`config.mk`:
```
export PLATFORM = sky130hd
export DESIGN_NAME = loser_tree_merge_select
export DESIGN_NICKNAME = d
export VERILOG_FILES = /design/src/design/lts_pkg.sv /design/src/design/lts_ram.sv /design/src/design/lts_ctrl.sv /design/src/design/lts_dpath.sv /design/src/design/loser_tree_merge_select.sv
export SDC_FILE = /design/constraint.sdc
export NUM_CORES = 1
export LEC_CHECK = 0
export BUFFER_PORTS_ARGS = -buffer_cell sky130_fd_sc_hd__buf_2
export CAP_MARGIN = 20
export CORE_MARGIN = 2
export CORE_UTILIZATION = 62
export DETAILED_ROUTE_END_ITERATION = 6
export GPL_ROUTABILITY_DRIVEN = 0
export PLACE_DENSITY = 0.76
export SLEW_MARGIN = 20
export SYNTH_ARGS = -nofsm -noshare
export SYNTH_HDL_FRONTEND = slang
export SYNTH_HIERARCHICAL = 1
export SYNTH_SLANG_ARGS = --single-unit
```
`constraint.sdc`:
```
create_clock -name clk_i -period 22.6 [get_ports clk_i]
set_clock_uncertainty 0.2 [all_clocks]
set_input_delay 0 -clock clk_i [delete_from_list [all_inputs] [get_ports clk_i]]
set_output_delay 0 -clock clk_i [all_outputs]
set_load 0.02 [all_outputs]
```
`src/design/lts_pkg.sv`:
```
// ----------------------------------------------------------------------------
// Loser-tree select package
// Shared operation codes, configuration constants and the command and status
// bundles between the controller and the datapath.
// ----------------------------------------------------------------------------
package lts_pkg;

  localparam int OP_W       = 2;
  localparam int WAY_PORT_W = 3;
  localparam int KEY_PORT_W = 64;
  localparam int CFG_W      = 4;

  localparam logic [OP_W-1:0] OP_LOAD   = 2'd0;
  localparam logic [OP_W-1:0] OP_BUILD  = 2'd1;
  localparam logic [OP_W-1:0] OP_REPLAY = 2'd2;

  localparam logic [CFG_W-1:0] CFG_RESET = 4'd8;

  typedef struct packed {
    logic load_head;
    logic start_build;
    logic start_replay;
    logic bd_key;
    logic bd_cmp;
    logic rp_key;
    logic rp_cmp;
    logic finish;
    logic cfg_write;
  } cmd_t;

  typedef struct packed {
    logic node_last;
  } sts_t;

endpackage

```
`src/design/lts_ram.sv`:
```
// ----------------------------------------------------------------------------
// Generic RAM
// One write port and one read port with registered read data.
// ----------------------------------------------------------------------------
module lts_ram #(
  parameter int WIDTH = 8,
  parameter int DEPTH = 8
) (
  input  logic                     clk_i,
  input  logic                     we_i,
  input  logic [$clog2(DEPTH)-1:0] waddr_i,
  input  logic [WIDTH-1:0]         wdata_i,
  input  logic [$clog2(DEPTH)-1:0] raddr_i,
  output logic [WIDTH-1:0]         rdata_o
);

  logic [WIDTH-1:0] mem_q [DEPTH];
  logic [WIDTH-1:0] rdata_q;

  always_ff @(posedge clk_i) begin
    if (we_i) begin
      mem_q[waddr_i] <= wdata_i;
    end
    rdata_q <= mem_q[raddr_i];
  end

  assign rdata_o = rdata_q;

endmodule

```
`src/design/lts_ctrl.sv`:
```
// ----------------------------------------------------------------------------
// Loser-tree select controller
// Sequences loads, tournament builds and replays, and owns the handshakes.
// ----------------------------------------------------------------------------
module lts_ctrl (
  input  logic                          clk_i,
  input  logic                          rst_ni,
  input  logic                          in_valid_i,
  output logic                          in_stall_o,
  input  logic [lts_pkg::OP_W-1:0]      op_i,
  output logic                          out_valid_o,
  input  logic                          out_stall_i,
  input  logic                          cfg_valid_i,
  output logic                          cfg_ready_o,
  output lts_pkg::cmd_t                 cmd_o,
  input  lts_pkg::sts_t                 sts_i
);
  import lts_pkg::*;

  typedef enum logic [2:0] {
    S_IDLE,
    S_BD_RD,
    S_BD_KEY,
    S_BD_CMP,
    S_RP_RD,
    S_RP_KEY,
    S_RP_CMP,
    S_FIN
  } state_e;

  state_e state_q;
  logic   out_valid_q;
  logic   built_q;
  logic   idle;
  logic   in_acc;

  assign idle        = (state_q == S_IDLE);
  assign in_acc      = in_valid_i && idle;
  assign in_stall_o  = !idle;
  assign cfg_ready_o = idle;
  assign out_valid_o = out_valid_q;

  always_comb begin
    cmd_o              = '0;
    cmd_o.load_head    = in_acc && (op_i == OP_LOAD);
    cmd_o.start_build  = in_acc && (op_i == OP_BUILD);
    cmd_o.start_replay = in_acc && (op_i == OP_REPLAY) && built_q;
    cmd_o.bd_key       = (state_q == S_BD_KEY);
    cmd_o.bd_cmp       = (state_q == S_BD_CMP);
    cmd_o.rp_key       = (state_q == S_RP_KEY);
    cmd_o.rp_cmp       = (state_q == S_RP_CMP);
    cmd_o.finish       = (state_q == S_FIN) && (!out_valid_q || !out_stall_i);
    cmd_o.cfg_write    = cfg_valid_i && idle;
  end

  always_ff @(posedge clk_i or negedge rst_ni) begin
    if (!rst_ni) begin
      state_q     <= S_IDLE;
      out_valid_q <= 1'b0;
      built_q     <= 1'b0;
    end else begin
      unique case (state_q)
        S_IDLE: begin
          if (in_valid_i) begin
            unique case (op_i)
              OP_BUILD:  state_q <= S_BD_RD;
              OP_REPLAY: state_q <= built_q ? S_RP_RD : S_IDLE;
              default:   state_q <= S_IDLE;
            endcase
          end
        end
        S_BD_RD:  state_q <= S_BD_KEY;
        S_BD_KEY: state_q <= S_BD_CMP;
        S_BD_CMP: state_q <= sts_i.node_last ? S_FIN : S_BD_RD;
        S_RP_RD:  state_q <= S_RP_KEY;
        S_RP_KEY: state_q <= S_RP_CMP;
        S_RP_CMP: state_q <= sts_i.node_last ? S_FIN : S_RP_RD;
        S_FIN: begin
          if (cmd_o.finish) begin
            state_q <= S_IDLE;
          end
        end
        default: state_q <= S_IDLE;
      endcase

      priority if (cmd_o.finish) begin
        out_valid_q <= 1'b1;
      end else if (!out_stall_i) begin
        out_valid_q <= 1'b0;
      end else begin
        out_valid_q <= out_valid_q;
      end

      priority if (cmd_o.cfg_write) begin
        built_q <= 1'b0;
      end else if (cmd_o.start_build) begin
        built_q <= 1'b1;
      end else begin
        built_q <= built_q;
      end
    end
  end

  a_replay_needs_build: assert property (@(posedge clk_i) disable iff (!rst_ni)
    in_acc && (op_i == OP_REPLAY) && !built_q |=> state_q == S_IDLE)
    else $error("replay started without a built tree");

  a_finish_loads_output: assert property (@(posedge clk_i) disable iff (!rst_ni)
    cmd_o.finish |=> out_valid_q && state_q == S_IDLE)
    else $error("finished result not presented");

endmodule

```
`src/design/lts_dpath.sv`:
```
// ----------------------------------------------------------------------------
// Loser-tree select datapath
// Way heads, inner-node losers and build champions in RAM, one shared key
// comparator, the candidate register and the result register.
// ----------------------------------------------------------------------------
module lts_dpath #(
  parameter int NUM_WAYS  = 8,
  parameter int KEY_WIDTH = 64
) (
  input  logic                              clk_i,
  input  logic                              rst_ni,
  input  lts_pkg::cmd_t                     cmd_i,
  output lts_pkg::sts_t                     sts_o,
  input  logic [lts_pkg::WAY_PORT_W-1:0]    way_i,
  input  logic [lts_pkg::KEY_PORT_W-1:0]    head_key_i,
  input  logic                              key_valid_i,
  input  logic [lts_pkg::CFG_W-1:0]         ways_in_use_i,
  output logic [lts_pkg::WAY_PORT_W-1:0]    winner_way_o,
  output logic [lts_pkg::KEY_PORT_W-1:0]    winner_key_o,
  output logic                              winner_valid_o
);
  import lts_pkg::*;

  localparam int WAY_W = $clog2(NUM_WAYS);
  localparam int POS_W = WAY_W + 1;
  localparam int ENT_W = KEY_WIDTH + 1;
  localparam logic [7:0] WAYS_B = 8'(NUM_WAYS);

  logic [CFG_W-1:0]      ways_q;
  logic [7:0]            cfg_b;
  logic [7:0]            n_b;
  logic [POS_W-1:0]      n;

  logic [POS_W-1:0]      node_q;
  logic [WAY_W-1:0]      cand_w_q;
  logic [KEY_WIDTH-1:0]  cand_key_q;
  logic                  cand_vld_q;
  logic [WAY_W-1:0]      l_q;
  logic [WAY_W-1:0]      r_q;
  logic [WAY_W-1:0]      st_q;
  logic [WAY_W-1:0]      win_q;
  logic [WAY_PORT_W-1:0] out_way_q;
  logic [KEY_PORT_W-1:0] out_key_q;
  logic                  out_vld_q;

  logic [POS_W-1:0]      lpos;
  logic [POS_W-1:0]      rpos;
  logic [WAY_W-1:0]      l_d;
  logic [WAY_W-1:0]      r_d;
  logic                  way_ok;

  logic                  key_we;
  logic [WAY_W-1:0]      key_waddr;
  logic [ENT_W-1:0]      key_wdata;
  logic [WAY_W-1:0]      key_a_raddr;
  logic [ENT_W-1:0]      key_a_rd;
  logic [ENT_W-1:0]      key_b_rd;

  logic [WAY_W-1:0]      champ_wdata;
  logic [WAY_W-1:0]      champ_a_rd;
  logic [WAY_W-1:0]      champ_b_rd;

  logic                  lsr_we;
  logic [WAY_W-1:0]      lsr_wdata;
  logic [WAY_W-1:0]      lsr_rd;

  logic [ENT_W-1:0]      cmp_a;
  logic [ENT_W-1:0]      cmp_b;
  logic                  a_beats;

  assign cfg_b = {4'd0, ways_q};
  assign n_b   = (cfg_b < 8'd2) ? 8'd2 : ((cfg_b > WAYS_B) ? WAYS_B : cfg_b);
  assign n     = POS_W'(n_b);

  assign sts_o.node_last = (node_q == POS_W'(1));

  assign lpos = {node_q[WAY_W-1:0], 1'b0};
  assign rpos = {node_q[WAY_W-1:0], 1'b1};
  assign l_d  = (lpos >= n) ? WAY_W'(lpos - n) : champ_a_rd;
  assign r_d  = (rpos >= n) ? WAY_W'(rpos - n) : champ_b_rd;

  assign way_ok    = ({5'd0, way_i} < WAYS_B);
  assign key_we    = (cmd_i.load_head && way_ok) || cmd_i.start_replay;
  assign key_waddr = cmd_i.start_replay ? win_q : WAY_W'(way_i);
  assign key_wdata = {key_valid_i, head_key_i[KEY_WIDTH-1:0]};
  assign key_a_raddr = cmd_i.bd_key ? l_d : lsr_rd;

  assign cmp_a   = cmd_i.rp_cmp ? {cand_vld_q, cand_key_q} : key_a_rd;
  assign cmp_b   = cmd_i.rp_cmp ? key_a_rd : key_b_rd;
  assign a_beats = cmp_a[KEY_WIDTH] &&
                   (!cmp_b[KEY_WIDTH] || (cmp_a[KEY_WIDTH-1:0] < cmp_b[KEY_WIDTH-1:0]));

  assign champ_wdata = a_beats ? l_q : r_q;
  assign lsr_we      = cmd_i.bd_cmp || (cmd_i.rp_cmp && !a_beats);
  assign lsr_wdata   = cmd_i.bd_cmp ? (a_beats ? r_q : l_q) : cand_w_q;

  lts_ram #(.WIDTH(ENT_W), .DEPTH(NUM_WAYS)) u_key_a (
    .clk_i   (clk_i),
    .we_i    (key_we),
    .waddr_i (key_waddr),
    .wdata_i (key_wdata),
    .raddr_i (key_a_raddr),
    .rdata_o (key_a_rd)
  );

  lts_ram #(.WIDTH(ENT_W), .DEPTH(NUM_WAYS)) u_key_b (
    .clk_i   (clk_i),
    .we_i    (key_we),
    .waddr_i (key_waddr),
    .wdata_i (key_wdata),
    .raddr_i (r_d),
    .rdata_o (key_b_rd)
  );

  lts_ram #(.WIDTH(WAY_W), .DEPTH(NUM_WAYS)) u_champ_a (
    .clk_i   (clk_i),
    .we_i    (cmd_i.bd_cmp),
    .waddr_i (node_q[WAY_W-1:0]),
    .wdata_i (champ_wdata),
    .raddr_i (lpos[WAY_W-1:0]),
    .rdata_o (champ_a_rd)
  );

  lts_ram #(.WIDTH(WAY_W), .DEPTH(NUM_WAYS)) u_champ_b (
    .clk_i   (clk_i),
    .we_i    (cmd_i.bd_cmp),
    .waddr_i (node_q[WAY_W-1:0]),
    .wdata_i (champ_wdata),
    .raddr_i (rpos[WAY_W-1:0]),
    .rdata_o (champ_b_rd)
  );

  lts_ram #(.WIDTH(WAY_W), .DEPTH(NUM_WAYS)) u_loser (
    .clk_i   (clk_i),
    .we_i    (lsr_we),
    .waddr_i (node_q[WAY_W-1:0]),
    .wdata_i (lsr_wdata),
    .raddr_i (node_q[WAY_W-1:0]),
    .rdata_o (lsr_rd)
  );

  always_ff @(posedge clk_i or negedge rst_ni) begin
    if (!rst_ni) begin
      ways_q <= CFG_RESET;
      node_q <= '0;
      win_q  <= '0;
    end else begin
      if (cmd_i.cfg_write) begin
        ways_q <= ways_in_use_i;
      end
      priority if (cmd_i.start_build) begin
        node_q <= n - POS_W'(1);
      end else if (cmd_i.start_replay) begin
        node_q <= (POS_W'(win_q) + n) >> 1;
      end else if (cmd_i.bd_cmp) begin
        node_q <= node_q - POS_W'(1);
      end else if (cmd_i.rp_cmp) begin
        node_q <= node_q >> 1;
      end else begin
        node_q <= node_q;
      end
      if (cmd_i.finish) begin
        win_q <= cand_w_q;
      end
    end
  end

  always_ff @(posedge clk_i) begin
    if (cmd_i.bd_key) begin
      l_q <= l_d;
      r_q <= r_d;
    end
    if (cmd_i.rp_key) begin
      st_q <= lsr_rd;
    end
    priority if (cmd_i.start_replay) begin
      cand_w_q   <= win_q;
      cand_key_q <= head_key_i[KEY_WIDTH-1:0];
      cand_vld_q <= key_valid_i;
    end else if (cmd_i.bd_cmp) begin
      if (a_beats) begin
        cand_w_q   <= l_q;
        cand_key_q <= key_a_rd[KEY_WIDTH-1:0];
        cand_vld_q <= key_a_rd[KEY_WIDTH];
      end else begin
        cand_w_q   <= r_q;
        cand_key_q <= key_b_rd[KEY_WIDTH-1:0];
        cand_vld_q <= key_b_rd[KEY_WIDTH];
      end
    end else if (cmd_i.rp_cmp && !a_beats) begin
      cand_w_q   <= st_q;
      cand_key_q <= key_a_rd[KEY_WIDTH-1:0];
      cand_vld_q <= key_a_rd[KEY_WIDTH];
    end else begin
      cand_w_q   <= cand_w_q;
      cand_key_q <= cand_key_q;
      cand_vld_q <= cand_vld_q;
    end
    if (cmd_i.finish) begin
      out_way_q <= WAY_PORT_W'(cand_w_q);
      out_key_q <= cand_vld_q ? KEY_PORT_W'(cand_key_q) : '0;
      out_vld_q <= cand_vld_q;
    end
  end

  assign winner_way_o   = out_way_q;
  assign winner_key_o   = out_key_q;
  assign winner_valid_o = out_vld_q;

  a_build_node_range: assert property (@(posedge clk_i) disable iff (!rst_ni)
    cmd_i.bd_cmp |-> (node_q != '0) && (node_q < n))
    else $error("build visited a node outside the tree");

  a_replay_node_nonzero: assert property (@(posedge clk_i) disable iff (!rst_ni)
    cmd_i.rp_cmp |-> node_q != '0)
    else $error("replay compared above the root");

  a_replay_starts_inside: assert property (@(posedge clk_i) disable iff (!rst_ni)
    cmd_i.start_replay |=> (node_q != '0) && (node_q < n))
    else $error("replay started outside the tree");

endmodule

```
`src/design/loser_tree_merge_select.sv`:
```
// ----------------------------------------------------------------------------
// Loser-tree merge select
// Tournament selector for a k-way merge: loads way heads, builds the loser
// tree and replays the winner's path after its head is replaced.
//
//   Channel  Direction  Handshake               Payload
//   in       input      in_valid_i/in_stall_o   op_i, way_i, head_key_i,
//                                               key_valid_i
//   out      output     out_valid_o/out_stall_i winner_way_o, winner_key_o,
//                                               winner_valid_o
//   cfg      input      cfg_valid_i/cfg_ready_o ways_in_use_i
//
// A build steps through each of the n-1 inner nodes and a replay through each
// tree level on the winner's path, and both then pass through a finish state,
// where n is the number of ways in use; each level or node is a RAM read of
// the stored loser or champions, a RAM read of the keys, and one compare.
// One item is worked on at a time; the result register holds a transfer while
// out_stall_i is high. Reset leaves the tree unbuilt and n at eight.
// ----------------------------------------------------------------------------
module loser_tree_merge_select #(
  parameter int NUM_WAYS  = 8,
  parameter int KEY_WIDTH = 64
) (
  input  logic                              clk_i,
  input  logic                              rst_ni,
  input  logic                              in_valid_i,
  output logic                              in_stall_o,
  input  logic [lts_pkg::OP_W-1:0]          op_i,
  input  logic [lts_pkg::WAY_PORT_W-1:0]    way_i,
  input  logic [lts_pkg::KEY_PORT_W-1:0]    head_key_i,
  input  logic                              key_valid_i,
  output logic                              out_valid_o,
  input  logic                              out_stall_i,
  output logic [lts_pkg::WAY_PORT_W-1:0]    winner_way_o,
  output logic [lts_pkg::KEY_PORT_W-1:0]    winner_key_o,
  output logic                              winner_valid_o,
  input  logic                              cfg_valid_i,
  output logic                              cfg_ready_o,
  input  logic [lts_pkg::CFG_W-1:0]         ways_in_use_i
);
  import lts_pkg::*;

  cmd_t cmd;
  sts_t sts;

  lts_ctrl u_ctrl (
    .clk_i       (clk_i),
    .rst_ni      (rst_ni),
    .in_valid_i  (in_valid_i),
    .in_stall_o  (in_stall_o),
    .op_i        (op_i),
    .out_valid_o (out_valid_o),
    .out_stall_i (out_stall_i),
    .cfg_valid_i (cfg_valid_i),
    .cfg_ready_o (cfg_ready_o),
    .cmd_o       (cmd),
    .sts_i       (sts)
  );

  lts_dpath #(
    .NUM_WAYS  (NUM_WAYS),
    .KEY_WIDTH (KEY_WIDTH)
  ) u_dpath (
    .clk_i          (clk_i),
    .rst_ni         (rst_ni),
    .cmd_i          (cmd),
    .sts_o          (sts),
    .way_i          (way_i),
    .head_key_i     (head_key_i),
    .key_valid_i    (key_valid_i),
    .ways_in_use_i  (ways_in_use_i),
    .winner_way_o   (winner_way_o),
    .winner_key_o   (winner_key_o),
    .winner_valid_o (winner_valid_o)
  );

endmodule

```
Word-level counts from Yosys, hierarchy flattened
Memory sizes are Yosys's and may differ from the RTL's. A register that Yosys moved wholly into a read port is not among the register bits.
Cells that the tools add are included.
W data, S select, Z words.
{"block": "classes", "n_mux": 43, "magnitude_cmp": 5, "reduce_logical": 24, "addsub": 5, "eq_ne": 13}
{"operator": "$mux W64", "n": 4}
{"operator": "$mux W65", "n": 2}
{"operator": "$lt A64 B64 Y1", "n": 1}
{"operator": "$mux W3", "n": 14}
{"operator": "$mux W4", "n": 6}
{"operator": "$pmux W3 S8", "n": 1}
{"operator": "$mux W1", "n": 14}
{"operator": "$eq A3 B3 Y1 const B", "n": 4}
{"operator": "$logic_and A1 B1 Y1", "n": 9}
{"operator": "$ge A4 B4 Y1", "n": 2}
{"operator": "$sub A4 B1 Y4 const B", "n": 2}
{"operator": "$eq A3 B2 Y1 const B", "n": 2}
{"operator": "$pmux W3 S2", "n": 1}
{"operator": "$sub A3 B3 Y3", "n": 2}
{"operator": "$logic_not A1 Y1", "n": 5}
{"operator": "$add A3 B4 Y4", "n": 1}
{"operator": "$eq A4 B1 Y1 const B", "n": 1}
{"operator": "$gt A4 B4 Y1 const B", "n": 1}
{"operator": "$logic_or A1 B1 Y1", "n": 4}
{"operator": "$lt A4 B2 Y1 const B", "n": 1}
{"operator": "$ne A2 B2 Y1 const B", "n": 2}
{"operator": "$reduce_bool A4 Y1", "n": 1}
{"operator": "$eq A3 B1 Y1 const B", "n": 1}
{"operator": "$logic_not A3 Y1", "n": 1}
{"operator": "other kinds (8)", "n": 8}
{"block": "totals", "ff_bits": 161, "out_inout_bits": 71, "word_cells": 110, "mem_bits_rw": 1112, "n_memories": 5}
{"name": "u_dpath.u_key_a.mem_q", "words": 8, "word_bits": 65, "read_ports": 1, "rd_ports_with_merged_regs": 1, "write_ports": 1, "line_no": "lts_ram.sv:17", "rtl": "logic [WIDTH-1:0] mem_q [DEPTH];"}
{"name": "u_dpath.u_key_b.mem_q", "words": 8, "word_bits": 65, "read_ports": 1, "rd_ports_with_merged_regs": 1, "write_ports": 1, "line_no": "lts_ram.sv:17"}
{"name": "u_dpath.u_champ_a.mem_q", "words": 8, "word_bits": 3, "read_ports": 1, "rd_ports_with_merged_regs": 1, "write_ports": 1, "line_no": "lts_ram.sv:17"}
{"name": "u_dpath.u_champ_b.mem_q", "words": 8, "word_bits": 3, "read_ports": 1, "rd_ports_with_merged_regs": 1, "write_ports": 1, "line_no": "lts_ram.sv:17"}
{"name": "u_dpath.u_loser.mem_q", "words": 8, "word_bits": 3, "read_ports": 1, "rd_ports_with_merged_regs": 1, "write_ports": 1, "line_no": "lts_ram.sv:17"}

Depth between registers and ports, before layout
Gate-level depths: netlist of the first run.
{"block": "logic_depth", "depth_word": 10, "mapped_depth": 19, "depth_no_buf": 13}

Hierarchy
Netlist of the first run, hierarchy kept.
{"module": "lts_ram (u_dpath.u_key_a ...)", "n_inst": 2, "area_each_um2": 20857.5, "cells_each": 829, "seq_area_each_um2": 16916.2}
{"module": "lts_dpath", "n_inst": 1, "area_each_um2": 10272.4, "cells_each": 801, "seq_area_each_um2": 4630.7}
{"module": "lts_ram (u_dpath.u_champ_a ...)", "n_inst": 3, "area_each_um2": 1042.2, "cells_each": 50, "seq_area_each_um2": 780.7}
{"module": "lts_ctrl", "n_inst": 1, "area_each_um2": 407.9, "cells_each": 45, "seq_area_each_um2": 125.1}

Worst setup path before layout of the first run
No wires, ideal clock.
{"block": "synth_timing", "path_type": "register to register", "from": "reg u_ctrl.state_q[1]", "to": "mem u_dpath/u_key_a/mem_q[0][0] (netlist name) (enable)", "path_stages_with_launch": 8, "synth_period_minus_slack_ps": 7474, "n_path_buf": 2, "required_time_ps": 21832, "t_arrival_ps": 6706, "setup_ps": 568, "slack_ps": 15126, "cell_sequence": "dfrtp_1 nor3_4 and4_1 clkbuf_1 clkbuf_1 mux2_2 nand2b_1 nor3_1"}
{"item": "from (decl)", "line_no": "lts_ctrl.sv:31", "rtl": "state_e state_q;"}
{"item": "from (signal assigned)", "line_no": "lts_ctrl.sv:67", "rtl": "OP_REPLAY: state_q <= built_q ? S_RP_RD : S_IDLE;"}
{"item": "from (signal assigned)", "line_no": "lts_ctrl.sv:74", "rtl": "S_BD_CMP: state_q <= sts_i.node_last ? S_FIN : S_BD_RD;"}
{"item": "from (signal assigned)", "line_no": "lts_ctrl.sv:77", "rtl": "S_RP_CMP: state_q <= sts_i.node_last ? S_FIN : S_RP_RD;"}
{"item": "to (decl)", "line_no": "lts_ram.sv:17"}

==> impl_metrics.yaml, run 1 <==
grt:
  met1_usage_pct: 38.45
  grt_max_degree: 111
  grt_usage_pct: 28.24
  antenna_found_initial: 12
  first_global_vias: 28530
  grt_most_used_layer: "met2"
  grt_pass1_wl_mm: 185.1
  gr-usage-met2_pct: 46.06
  use_met3_pct: 6.333
  grt_overflow: 0
synthesis:
  netlist_area_mm2: 0.05552
  synth_top_family_by_area: "multiplexers"
  synth-simple-area-share_pct: 2.202
  yosys.area.top_type: "edfxtp_1"
  async_flop_share_pct: 1.133
  synth_top_cell_area_share_pct: 67.98
  syn_area_per_cell_um2: 20.92
  synth_edf_count: 1257
  synthCells: 2654
  synth.ff_latch_count: 1412
  ys_seq_area_share_pct: 73.72
  synth_area_leaders: "edfxtp_1, mux4_2, mux2_2"
  synth_xor_area_share_pct: 0.1104
  yosysMostFrequentCell: "edfxtp_1"
  synth_fa_ha_area_share_pct: 1.762
  synth-compound-area-share_pct: 1.176
  synthDistinctLibCells: 61
  netlist_top_cells_count: "edfxtp_1, mux2_2, mux4_2"
  ys.flop_type: "edfxtp_1"
  synthMuxAreaShare_pct: 19.66
  ys_warn_count: 6
  synth_fp_nets: 2810
setup_path:
  critPathCapture: "u_dpath/cand_key_q[47]$_DFFE_PP_"
  crit_path_end_kind: "register"
  reg2reg_to: "u_dpath/cand_key_q[47]$_DFFE_PP_"
  reg2reg_from: "u_ctrl/state_q[2]$_DFFE_PN0P_"
  cp_slowest_cell: "buf_4"
  path_max_fanout: 51
  cpPeakStageDelay_ns: 0.73
  worstPathCellList: "and3_4 -> buf_4 -> buf_4 -> mux2_2 -> ha_1 -> nand4_1 -> nor4_1 -> nand4_1 -> a31oi_1 -> a2111oi_2 -> buf_2 -> nor2_1 -> a21o_1 -> or2_4 -> buf_4"
  worstSetupStartpointType: "register"
  worstSetupStartpoint: "u_ctrl/state_q[2]$_DFFE_PN0P_"
  ff2ff_path_depth: 15
  rrSetupSlack_ns: 15.17
  crit_top_cell: "buf_4"
  arrival_ns: 7.58
  worstSetupPathType: "reg2reg"
  cp.required_ns: 22.75
finish:
  finalNetCount: 3189
  drive_above_1_share_pct: 31.85
  instances_no_fill: 4312
  fillers: 4947
  syn2layout_area_growth_pct: 15.35
  stdcell_area_mm2: 0.06405
  post-route-util_pct: 72.36
floorplanning:
  core-area_mm2: 0.08851
  boundaryPins: 150
  die_w_um: 303.3
  die_h_um: 303.3
  num_rows: 109
  die_area_mm2: 0.09196
  initial_core_util_pct: 62.73
route:
  drtAntennaViolNets: 0
  routedWlPerCell_um: 29.46
  remaining_drc_errors: 0
  routed_wl_mm: 127.0
  drt_iter0_drc: 3216
  first_pass_iters: 5
  post_drt_via_cell_ratio: 6.427
  vias: 27710
worst_hold_path:
  holdCritPathClass: "in2reg"
clock_tree:
  cts_num_sinks: 1412
  cts_max_path_buffers: 3
  worstSkewPairLatency_ns: 0.74
  cts_tree: "done"
  clk_pin_slew_worst_paths_ns: 0.06
  htree_levels: 4
  cts.repair.resized: 0
  numCtsBuffers: 139
  cts_root_buffer: "clkbuf_16"
placed_design:
  placed_cells: 3903
  dp_slack_ns: 15.24
  portBuffers: 149
  placed_area_mm2: 0.05772
  dp_hpwl_mm: 65.82
sta:
  worst-slew-pin-transition_ns: 1.210
  min_period_over_period_pct: 32.89
  fin_ws_ns: 15.17
  slew-limit-headroom_pct: 18.72
  layout_min_cycle_time_ns: 7.433
  finalMaxSlewViolations: 0
  fmax_ghz: 0.1345
  hold_violations: 0
  hold_ws_ns: 0.03381
  finalSetupTns_ns: 0
  finalSetupViolCount: 0
  rsz0062_at_grt: "no"
job:
  max-cap-violations: 0
power_and_ir_drop:
  vdd_drop_max_mv: 0.1802
  p_total_mw: 9.605
  power_density_mw_per_mm2: 150.0
  p_leak_nw: 21.38
run_status:
  status: "complete, no violations"
==> metal layers <==
layer,wire length (µm),share of wire (%)
met5,110,0.087
met4,3555,2.8
met1,49360,39
met3,11270,8.9
met2,62740,49
==> worst max-delay path: cells and delay by family (launching register included) <==
family,cells,cell delay [ns]
buffers and inverters,4,2.35
DFF,1,0.58
adders and majority gates,1,0.30
and+or+nand+nor,6,2.49
AOI/OAI and AO/OA,3,0.60
muxes,1,0.42
==> area by class of cell <==
class / count / area, µm² / area share (%)
Tap cell: 1165 / 1458 / 2.276
Timing Repair Buffer: 357 / 2759 / 4.308
Inverter: 15 / 56.30 / 0.08791
Sequential cell: 1412 / 40930 / 63.91
Antenna cell: 1 / 2.502 / 0.003907
Clock inverter: 69 / 860.8 / 1.344
Multi-Input combinational cell: 1108 / 14060 / 21.95
Clock buffer: 185 / 3920 / 6.121
==> worst min-delay path by stage <==
stage	from	endpoint	slack, ns	cells after the start
after floorplan	rst_ni	u_ctrl/built_q$_DFFE_PN0P_	-0.50	0
after global placement	rst_ni	u_ctrl/built_q$_DFFE_PN0P_	-0.27	1
after detailed placement	rst_ni	u_ctrl/built_q$_DFFE_PN0P_	-0.26	1
after CTS	head_key_i[10]	u_dpath/u_key_a/mem_q[1][10]$_DFFE_PP_	0.0001	2
after global routing	head_key_i[47]	u_dpath/u_key_a/mem_q[4][47]$_DFFE_PP_	0.02	2
final	head_key_i[23]	u_dpath/u_key_a/mem_q[1][23]$_DFFE_PP_	0.03	2
==> cells by family after synthesis <==
logic type	count (synthesis)
adder cells (fa/ha/maj)	77
XOR/XNOR	7
multiplexers	693
AND/OR/NAND/NOR	229
buffers and inverters	134
AO/OA/AOI/OAI	100
other	2
flip-flops	1412
==> where the power goes <==
part / switching, mW / leakage (nW) / internal [mW]
registers: 0.198 / 12.7 / 3.29
clock network: 0.950 / 2.34 / 1.44
logic: 1.85 / 6.33 / 1.87
==> layout by cell type, fill, tap and decap left out, types with 18 or more instances in the layout <==
| cell type | Yosys | layout |
|---|---|---|
| edfxtp_1 | 1257 | 1257 |
| mux2i_1 | 68 | 68 |
| clkinv_1 | 0 | 18 |
| nand2b_1 | 21 | 21 |
| mux2_1 | 50 | 50 |
| buf_2 | 10 | 150 |
| and2_1 | 66 | 66 |
| nor2_1 | 53 | 41 |
| clkinv_2 | 0 | 20 |
| mux4_2 | 260 | 260 |
| mux4_1 | 18 | 18 |
| ha_1 | 75 | 75 |
| dlygate4sd3_1 | 0 | 154 |
| clkbuf_1 | 48 | 27 |
| dfxtp_1 | 139 | 139 |
| clkbuf_16 | 0 | 146 |
| buf_4 | 3 | 48 |
| mux2_2 | 297 | 294 |
| bufinv_16 | 0 | 19 |
| a21oi_1 | 34 | 30 |
| nand2_1 | 35 | 35 |
==> state kept, by name, summed over array words and instances (netlist names), 4 cells and up <==
register                 cells
u_dpath/u_key_b/mem_q      520
u_dpath/node_q               4
u_dpath/cand_key_q          64
u_dpath/u_loser/mem_q       24
u_dpath/ways_q               4
u_dpath/u_key_a/mem_q      520
u_dpath/u_key_a/rdata_o     65
u_dpath/winner_key_o        64
u_dpath/u_champ_a/mem_q     24
u_dpath/u_champ_b/mem_q     24
u_dpath/u_key_b/rdata_o     65
==> repair_timing <==
action	in CTS	in global routing
endpoints found under the hold margin	1218	0
buffers inserted	0	0
hold buffers	154	0
Note: power is estimated with default switching activity, not from simulation.
==> run 2: changes to the inputs <==
--- a/config.mk
+++ b/config.mk
@@ -8,10 +8,10 @@
 export BUFFER_PORTS_ARGS = -buffer_cell sky130_fd_sc_hd__buf_2
 export CAP_MARGIN = 20
 export CORE_MARGIN = 2
-export CORE_UTILIZATION = 62
+export CORE_UTILIZATION = 58
 export DETAILED_ROUTE_END_ITERATION = 6
 export GPL_ROUTABILITY_DRIVEN = 0
-export PLACE_DENSITY = 0.76
+export PLACE_DENSITY = 0.75
 export SLEW_MARGIN = 20
 export SYNTH_ARGS = -nofsm -noshare
 export SYNTH_HDL_FRONTEND = slang
==> constraint.sdc (replaced) <==
create_clock -name clk_i -period 6 [get_ports clk_i]
set_clock_uncertainty 0.2 [all_clocks]
set_input_delay 0 -clock clk_i [delete_from_list [all_inputs] [get_ports clk_i]]
set_output_delay 0 -clock clk_i [all_outputs]
set_load 0.02 [all_outputs]
==> run 2 against run 1 <==
Combinational power rose to 3.9 times the previous value. Largest cell class unchanged. Highest routed layer unchanged. Flip-flop and latch count did not move. Clock-buffer cell count grew 17. Sequential power rose to 3.8 times the previous value. Non-clock buffer count grew 32. Sequential share of layout area shrank 0.65 points. Setup slack worse by 15 ns. Final area grew 1.0%. Register-to-register slack worse by 15 ns. Critical endpoint is now u_dpath/cand_key_q[25]$_DFFE_PP_. Utilization down 4.2 points. Critical path type unchanged.
==> impl_metrics.yaml, run 2 (synthesis results as in run 1) <==
placed_design:
  placed_cells: 4024
  portBuffers: 149
  placed_area_mm2: 0.05827
  dp_slack_ns: 0.5764
  dp_hpwl_mm: 66.29
power_and_ir_drop:
  power_density_mw_per_mm2: 563.1
  vdd_drop_max_mv: 0.7510
  p_leak_nw: 21.60
route:
  vias: 27560
  drt_iter0_drc: 2919
  post_drt_via_cell_ratio: 6.187
  drtAntennaViolNets: 0
  routed_wl_mm: 124.4
  routedWlPerCell_um: 27.93
  first_pass_iters: 5
  remaining_drc_errors: 0
clock_tree:
  cts_tree: "done"
  htree_levels: 4
  cts_num_sinks: 1412
  worstSkewPairLatency_ns: 0.75
  cts.repair.resized: 0
  cts_max_path_buffers: 3
  cts_root_buffer: "clkbuf_16"
  numCtsBuffers: 141
  clk_pin_slew_worst_paths_ns: 0.06
sta:
  fin_ws_ns: 0.5775
  finalSetupViolCount: 0
  fmax_ghz: 0.1844
  min_period_over_period_pct: 90.38
  finalSetupTns_ns: 0
  finalMaxSlewViolations: 0
  layout_min_cycle_time_ns: 5.423
  worst-slew-pin-transition_ns: 1.159
  rsz0062_at_grt: "no"
  slew-limit-headroom_pct: 22.75
  hold_violations: 0
floorplanning:
  die_area_mm2: 0.09822
  num_rows: 113
  die_w_um: 313.4
  die_h_um: 313.4
  core-area_mm2: 0.09487
  boundaryPins: 150
  initial_core_util_pct: 58.52
setup_path:
  crit_path_end_kind: "register"
  path_max_fanout: 32
  ff2ff_path_depth: 16
  cp.required_ns: 6.27
  worstSetupStartpointType: "register"
  cpPeakStageDelay_ns: 0.68
  worstPathCellList: "inv_1 -> and3_4 -> buf_4 -> mux2_2 -> ha_1 -> nand4_1 -> nor4_1 -> buf_4 -> nand4_1 -> a31oi_1 -> a2111oi_0 -> buf_4 -> or3b_4 -> buf_12 -> mux2_1 -> mux2_2"
  worstSetupPathType: "reg2reg"
  cp.depth: 16
  cp_top_family: "simple AND/OR/NAND/NOR gates"
  cp_slowest_cell: "nor4_1"
  arrival_ns: 5.70
  worst-path-buf-inv: 5
  crit_top_cell: "buf_4"
finish:
  largest_registers: "u_dpath/u_key_a/mem_q: 520 flops, u_dpath/u_key_b/mem_q: 520 flops"
  stdcell_area_mm2: 0.06470
  syn2layout_area_growth_pct: 16.54
  fillers: 5747
  drive_above_1_share_pct: 32.29
  final_common_cell: "edfxtp_1"
  finalNetCount: 3223
  instances_no_fill: 4454
  layout_common_cells: "edfxtp_1, mux2_2, mux4_2"
run_status:
  status: "complete, no violations"
job:
  max-cap-violations: 0
worst_hold_path:
  hold_depth: 2
  holdCritPathClass: "in2reg"
grt:
  grt_usage_pct: 25.78
  first_global_vias: 28860
  antenna_found_initial: 6
  grt_pass1_wl_mm: 184.9
  grt_max_degree: 75
  grt_overflow: 0
[run 2: final timing paths]
kind	start	end	slack [ns]
worst max register to register	u_ctrl/state_q[0]$_DFFE_PN0P_	u_dpath/cand_key_q[25]$_DFFE_PP_	0.58
worst min-delay path	head_key_i[17]	u_dpath/u_key_a/mem_q[7][17]$_DFFE_PP_	0.01
min in group asynchronous	rst_ni	u_dpath/ways_q[1]$_DFFE_PN0P_	0.23
worst min register to register	u_dpath/u_loser/rdata_o[1]$_DFF_P_	u_dpath/st_q[1]$_DFFE_PP_	0.24
worst max-delay path	u_ctrl/state_q[0]$_DFFE_PN0P_	u_dpath/cand_key_q[25]$_DFFE_PP_	0.58
max in group asynchronous	rst_ni	u_dpath/win_q[1]$_DFFE_PN0P_	4.88
[run 2: area by class of cell]
cell class / instances / area (µm²) / share of cell area, %
flip-flops and latches: 1412 / 40930 / 63.26
diodes: 2 / 5.005 / 0.007735
multi-input cells: 1108 / 14060 / 21.73
clock buffers: 202 / 4063 / 6.279
inverters: 15 / 56.30 / 0.08702
clock inverters: 61 / 691.9 / 1.069
repair buffers: 389 / 3316 / 5.124
well taps: 1265 / 1583 / 2.446
[run 2: repair_timing]
action	4_1_cts	5_1_grt
endpoints found under the setup margin	0	0
hold buffers	164	0
buffers inserted	0	0
hold endpoints to repair	1208	0
[run 2: per-layer routing]
metal | share of wire (%) | track usage, %
met5 | 0.031 | 0
met1 | 40 | 35.43
met2 | 50 | 43.00
met4 | 2.5 | 7.829
met3 | 7.6 | 4.275
[run 2: report_power, final]
group,total (mW),switching [mW],internal (mW)
clock,8.88,3.65,5.23
sequential,13.1,0.713,12.4
combinational,14.5,7.02,7.43
[run 2: through the flow]
stage / util (%) / total power [mW] / hold WS (ns)
3_5_place_dp: 61.42 / 27.57 / -0.2521
6_report: 68.20 / 36.43 / 0.01070
5_1_grt: 68.20 / 38.07 / 0.005330
3_3_place_gp: 61.42 / 27.15 / -0.2620
4_1_cts: 68.16 / 36.67 / 0.0001684
2_1_floorplan: - / 23.78 / -0.4956
